`src/hw/rtl/bcc_pkg.sv`:
```
// ----------------------------------------------------------------------------
// bcc_pkg
// Widths, reset values, command constants and shared types of the balance
// controller core.
// ----------------------------------------------------------------------------
package bcc_pkg;

	localparam int ANGLE_W   = 9;
	localparam int RATE_W    = 16;
	localparam int GAIN_W    = 24;
	localparam int OFFS_W    = 9;
	localparam int LIMIT_W   = 15;
	localparam int DRIVE_W   = 17;
	localparam int OUT_W     = 18;
	localparam int SUM_W     = 16;
	localparam int TANG_W    = 4;
	localparam int TSPD_W    = 6;
	localparam int AERR_W    = 11;
	localparam int SERR_W    = 17;
	localparam int ACC_W     = 18;
	localparam int TURN_W    = 17;
	localparam int TURN3_W   = 18;
	localparam int PROD_W    = 41;
	localparam int TERM_W    = 34;
	localparam int DSUM_W    = 35;
	localparam int CFG_W     = 24;
	localparam int CFG_IDX_W = 3;
	localparam int FRAC_W    = 8;

	typedef enum logic [CFG_IDX_W-1:0] {
		CFG_ANGLE_GAIN     = 3'd0,
		CFG_RATE_GAIN      = 3'd1,
		CFG_SPEED_GAIN     = 3'd2,
		CFG_INTEGRAL_GAIN  = 3'd3,
		CFG_BALANCE_OFFSET = 3'd4,
		CFG_INTEGRAL_LIMIT = 3'd5,
		CFG_DRIVE_MAX      = 3'd6,
		CFG_DRIVE_MIN      = 3'd7
	} cfg_idx_t;

	localparam logic signed [GAIN_W-1:0]  ANGLE_GAIN_RST     = -24'sd1280000;
	localparam logic signed [GAIN_W-1:0]  RATE_GAIN_RST      = 24'sd2865;
	localparam logic signed [GAIN_W-1:0]  SPEED_GAIN_RST     = 24'sd768000;
	localparam logic signed [GAIN_W-1:0]  INTEGRAL_GAIN_RST  = 24'sd6912;
	localparam logic signed [OFFS_W-1:0]  BALANCE_OFFSET_RST = 9'sd0;
	localparam logic [LIMIT_W-1:0]        INTEGRAL_LIMIT_RST = 15'd6000;
	localparam logic signed [DRIVE_W-1:0] DRIVE_MAX_RST      = 17'sd65535;
	localparam logic signed [DRIVE_W-1:0] DRIVE_MIN_RST      = -17'sd65535;

	localparam logic signed [TURN_W-1:0] TURN_FIXED = 17'sd15000;
	localparam logic signed [TANG_W-1:0] FWD_ANGLE  = 4'sd7;
	localparam logic signed [TSPD_W-1:0] FWD_SPEED  = 6'sd15;
	localparam logic signed [TANG_W-1:0] REV_ANGLE  = -4'sd7;
	localparam logic signed [TSPD_W-1:0] REV_SPEED  = -6'sd15;

	typedef struct packed {
		logic en_s2;
		logic en_s3;
	} bcc_adv_t;

endpackage

```
`src/hw/rtl/bcc_gain_path.sv`:
```
// ----------------------------------------------------------------------------
// bcc_gain_path
// Gain multiplies (stage 2) and the Q.8 scaling of the PD and PI terms with
// truncation toward zero (stage 3).
// ----------------------------------------------------------------------------
module bcc_gain_path
	import bcc_pkg::*;
(
	input  logic                     clk,
	input  bcc_adv_t                 adv,
	input  logic signed [GAIN_W-1:0] angle_gain,
	input  logic signed [GAIN_W-1:0] rate_gain,
	input  logic signed [GAIN_W-1:0] speed_gain,
	input  logic signed [GAIN_W-1:0] integral_gain,
	input  logic signed [AERR_W-1:0] ang_err_s1,
	input  logic signed [RATE_W-1:0] prate_s1,
	input  logic signed [SERR_W-1:0] serr_s1,
	input  logic signed [SUM_W-1:0]  sum_s1,
	output logic signed [TERM_W-1:0] pd_s3,
	output logic signed [TERM_W-1:0] pi_s3
);

	logic signed [GAIN_W+AERR_W-1:0] m_ang;
	logic signed [GAIN_W+RATE_W-1:0] m_rate;
	logic signed [GAIN_W+SERR_W-1:0] m_spd;
	logic signed [GAIN_W+SUM_W-1:0]  m_int;

	logic signed [PROD_W-1:0] p_ang_s2;
	logic signed [PROD_W-1:0] p_rate_s2;
	logic signed [PROD_W-1:0] p_spd_s2;
	logic signed [PROD_W-1:0] p_int_s2;

	logic signed [PROD_W-1:0] pd_raw;
	logic signed [PROD_W-1:0] pi_raw;
	logic signed [PROD_W-1:0] pd_bias;
	logic signed [PROD_W-1:0] pi_bias;
	logic signed [PROD_W-1:0] pd_div;
	logic signed [PROD_W-1:0] pi_div;

	assign m_ang  = angle_gain * ang_err_s1;
	assign m_rate = rate_gain * prate_s1;
	assign m_spd  = speed_gain * serr_s1;
	assign m_int  = integral_gain * sum_s1;

	always_ff @(posedge clk) begin
		if (adv.en_s2) begin
			p_ang_s2  <= PROD_W'(m_ang);
			p_rate_s2 <= PROD_W'(m_rate);
			p_spd_s2  <= PROD_W'(m_spd);
			p_int_s2  <= PROD_W'(m_int);
		end
	end

	// round toward zero: bias negative values before the arithmetic shift
	always_comb begin
		pd_raw  = p_ang_s2 + p_rate_s2;
		pi_raw  = p_spd_s2 + p_int_s2;
		pd_bias = pd_raw[PROD_W-1] ? pd_raw + PROD_W'((1 << FRAC_W) - 1) : pd_raw;
		pi_bias = pi_raw[PROD_W-1] ? pi_raw + PROD_W'((1 << FRAC_W) - 1) : pi_raw;
		pd_div  = pd_bias >>> FRAC_W;
		pi_div  = pi_bias >>> FRAC_W;
	end

	always_ff @(posedge clk) begin
		if (adv.en_s3) begin
			pd_s3 <= TERM_W'(pd_div);
			pi_s3 <= TERM_W'(pi_div);
		end
	end

endmodule

```
`config.mk`:
```
export PLATFORM = sky130hd
export DESIGN_NAME = bcc_gain_path
export DESIGN_NICKNAME = d
export VERILOG_FILES = /design/src/hw/rtl/bcc_pkg.sv /design/src/hw/rtl/bcc_gain_path.sv
export SDC_FILE = /design/constraint.sdc
export NUM_CORES = 2
export LEC_CHECK = 0
export ABC_AREA = 1
export BUFFER_PORTS_ARGS = -buffer_cell sky130_fd_sc_hd__buf_2
export CAP_MARGIN = 20
export CORE_ASPECT_RATIO = 1.1
export CORE_MARGIN = 10
export CORE_UTILIZATION = 41
export DETAILED_ROUTE_END_ITERATION = 8
export GPL_ROUTABILITY_DRIVEN = 0
export PLACE_DENSITY = 0.65
export SYNTH_ARGS = -nofsm -noshare
export SYNTH_HDL_FRONTEND = slang
export SYNTH_SLANG_ARGS = --single-unit
```
`constraint.sdc`:
```
create_clock -name clk -period 17.4 [get_ports clk]
set_input_delay 3.48 -clock clk [delete_from_list [all_inputs] [get_ports clk]]
set_output_delay 3.48 -clock clk [all_outputs]
set_load 0.02 [all_outputs]
```
==> results.sh <==
export IMPL_seq_area_frac_synth_pct=9.92
export IMPL_final_period_utilization_pct=54.5
export IMPL_cts_resized=0
export IMPL_syn_avg_cell_area_sq_um=7.90
export IMPL_dpl_cell_area_sq_mm=0.0699
export IMPL_via_per_inst=4.98
export IMPL_fp_row_count=155
export IMPL_place_port_buffers=226
export IMPL_drcViolationCount=0
export IMPL_ioPinCount=227
export IMPL_slew_headroom_pct=33.2
export IMPL_dp_hpwl_microns=151000
export IMPL_wl_per_cell_microns=16.8
export IMPL_die_w_microns=406
export IMPL_cts_tree="built"
export IMPL_vias=52800
export IMPL_numCtsBuffers=23
export IMPL_clock_latency_ps=550
export IMPL_cpMostUsedCell="fa_1"
export IMPL_setup_viol=0
export IMPL_grt_util_all_layers_pct=20.1
export IMPL_ys_flop_type="edfxtp_1"
export IMPL_yosys_warnings=0
export IMPL_grt_overflow_total=0
export IMPL_grt_pass1_wl_microns=294000
export IMPL_antenna_found_initial=12
export IMPL_crit_fanout=24
export IMPL_ant_nets=0
export IMPL_crit_arrival_ps=9760
export IMPL_core_area_sq_mm=0.163
export IMPL_status="completed"
export IMPL_cp_required_ps=17680
export IMPL_hold_violations=0
export IMPL_ys_ff_latch=222
export IMPL_h_tree_depth=1
export IMPL_cts_sinks=222
export IMPL_grt_pass1_vias=57300
export IMPL_post_cts_buffers=0
export IMPL_tns_ps=0
export IMPL_die_area_sq_mm=0.181
export IMPL_dp_slack_ps=7460
export IMPL_cts_root_buf="clkbuf_16"
export IMPL_clk_pin_slew_ps=60
export IMPL_end_kind="register"
export IMPL_rsz0062_at_grt="false"
export IMPL_clock_skew_final_ps=18.2
export IMPL_drt_wl_total_microns=179000
export IMPL_first_iter_violations=3383
export IMPL_slowest_delay_ps=940
export IMPL_path_cells="buf_2 -> nand2_1 -> inv_1 -> fa_1 -> fa_1 -> fa_1 -> fa_1 -> inv_1 -> fa_1 -> inv_1 -> fa_1 -> ha_1 -> nand2_1 -> nor2_1 -> inv_1 -> nor4_1 -> o21ai_0 -> nand3_1 -> nand3_1 -> nand2_1 -> xor2_1"
export IMPL_crit_type="input port to register"
export IMPL_synth_top_cell_area_share_pct=41.3
export IMPL_firstDrtPassIters=6
export IMPL_synthCells=8510
export IMPL_async_flop_share_pct=0
export IMPL_cts_hold_buf=0
export IMPL_hold_path_class="register to register"
export IMPL_fmax_ghz=0.106
export IMPL_drv_cap=0
export IMPL_crit_slowest_cell="fa_1"
export IMPL_start_kind="input port"
export IMPL_netlist_area_sq_mm=0.0672
export IMPL_slew_violations=0
export IMPL_clockBufferDepth=3
export IMPL_synth_enable_flop_cells=222
export IMPL_timing_hold_ws_ps=1010
export IMPL_synth_area_leaders="fa_1, inv_1, nand2_1"
export IMPL_drive_gt1_share_pct=4.43
export IMPL_syn_num_nets=10500
export IMPL_area_delta_synth_final_pct=5.23
export IMPL_worst_pin_slew_ps=1000
export IMPL_die_h_microns=445
export IMPL_post_route_min_period_ps=9480
export IMPL_final_cell_area_sq_mm=0.0707
export IMPL_yosysTopAreaCell="fa_1"
export IMPL_synth_cell_types=53
export IMPL_final_setup_worst_slack_ps=7920
export IMPL_finalNetCount=10500
export IMPL_grt_max_degree=65
export IMPL_initial_core_util_pct=41.4
## layout by cell type, fill, tap and decap left out, drive strengths merged, types with 3 or more instances in the layout
cell type  instances
a21o              13
or2               35
nand3b            22
xor2             149
a21boi            16
inv             2522
nor2             423
bufinv             3
nand3            166
o2111ai            4
diode              4
nor3              28
nor4               6
and2               6
o31ai              4
fa              1385
o221ai             8
nand2           2168
o21bai            12
and3               3
ha               448
o21ai            124
o21a              26
edfxtp           222
clkinv             6
o211ai             9
clkbuf            23
a21oi            249
xnor2             74
a31oi             40
a211oi             5
buf              231
nand4             59
## area by class of cell
cell class,instances,area [sq um]
Antenna cell,4,10.0
Clock buffer,23,576
Clock inverter,13,163
Fill cell,16300,91800
Inverter,2518,9450
Multi-Input combinational cell,5488,50000
Sequential cell,222,6670
Tap cell,2119,2650
Timing Repair Buffer,231,1200
## registers in the layout, indices dropped and copies added (netlist names)
| signal | count |
|---|---|
| p_ang_s2 | 35 |
| p_int_s2 | 40 |
| p_rate_s2 | 40 |
| p_spd_s2 | 41 |
| pd_s3 | 33 |
| pi_s3 | 33 |
## synthesized netlist by cell type (31+ instances only)
cell type	number
a31oi_1	40
nor2_1	397
o21ai_0	117
clkbuf_1	275
fa_1	1385
xnor2_1	74
or2_2	34
nand2_2	31
nand4_1	57
xor2_1	147
edfxtp_1	222
inv_1	2513
ha_1	448
nand2_1	2137
nand3_1	161
a21oi_1	247
## metal layers
layer,track usage [%],share of wire (%),vias to the layer above
li1,-,-,24400
met1,24.7,40,26400
met2,36.1,50,1638
met3,2.35,5.8,373
met4,6.97,4.1,12
met5,0,0.041,-
## path summary, 6_finish.rpt
kind	startpoint	end	slack, ps	depth (start not counted)
setup / recovery	prate_s1[1]	p_rate_s2[39]	7920	21
hold / removal	p_spd_s2[39]	pi_s3[31]	1010	5
hold reg to reg	p_spd_s2[39]	pi_s3[31]	1010	5
setup reg to reg	p_ang_s2[0]	pd_s3[10]	13550	21
## critical path: cells and delay by family
| family | cells | cell delay [ps] |
|---|---|---|
| compound gates | 1 | 180 |
| xor+xnor | 1 | 60 |
| fa+ha+maj | 7 | 3820 |
| buf+inv | 5 | 800 |
| simple gates | 7 | 1390 |
## stage by stage
stage / utilization (%) / std cells
4_1_cts: 43.5 / 10600
5_1_grt: 43.5 / 10600
3_3_place_gp: 43.0 / 10600
2_1_floorplan: - / 8510
6_report: 43.5 / 10600
3_5_place_dp: 43.0 / 10600
## logic make-up (layout without fill, tap and decap cells)
logic type | Yosys count | count (layout) | share of synthesized area (%)
flip-flops | 222 | 222 | 9.92
buffers and inverters | 2800 | 2785 | 15.7
AND/OR/NAND/NOR | 2917 | 2917 | 17.5
AO/OA/AOI/OAI | 515 | 515 | 4.37
adder cells (fa/ha/maj) | 1833 | 1833 | 49.6
other | 0 | 4 | 0
XOR/XNOR | 223 | 223 | 2.93
Power is left out: the tool's default activity adds up to more than one toggle a clock period on the data nets, which glitch-free logic cannot reach.
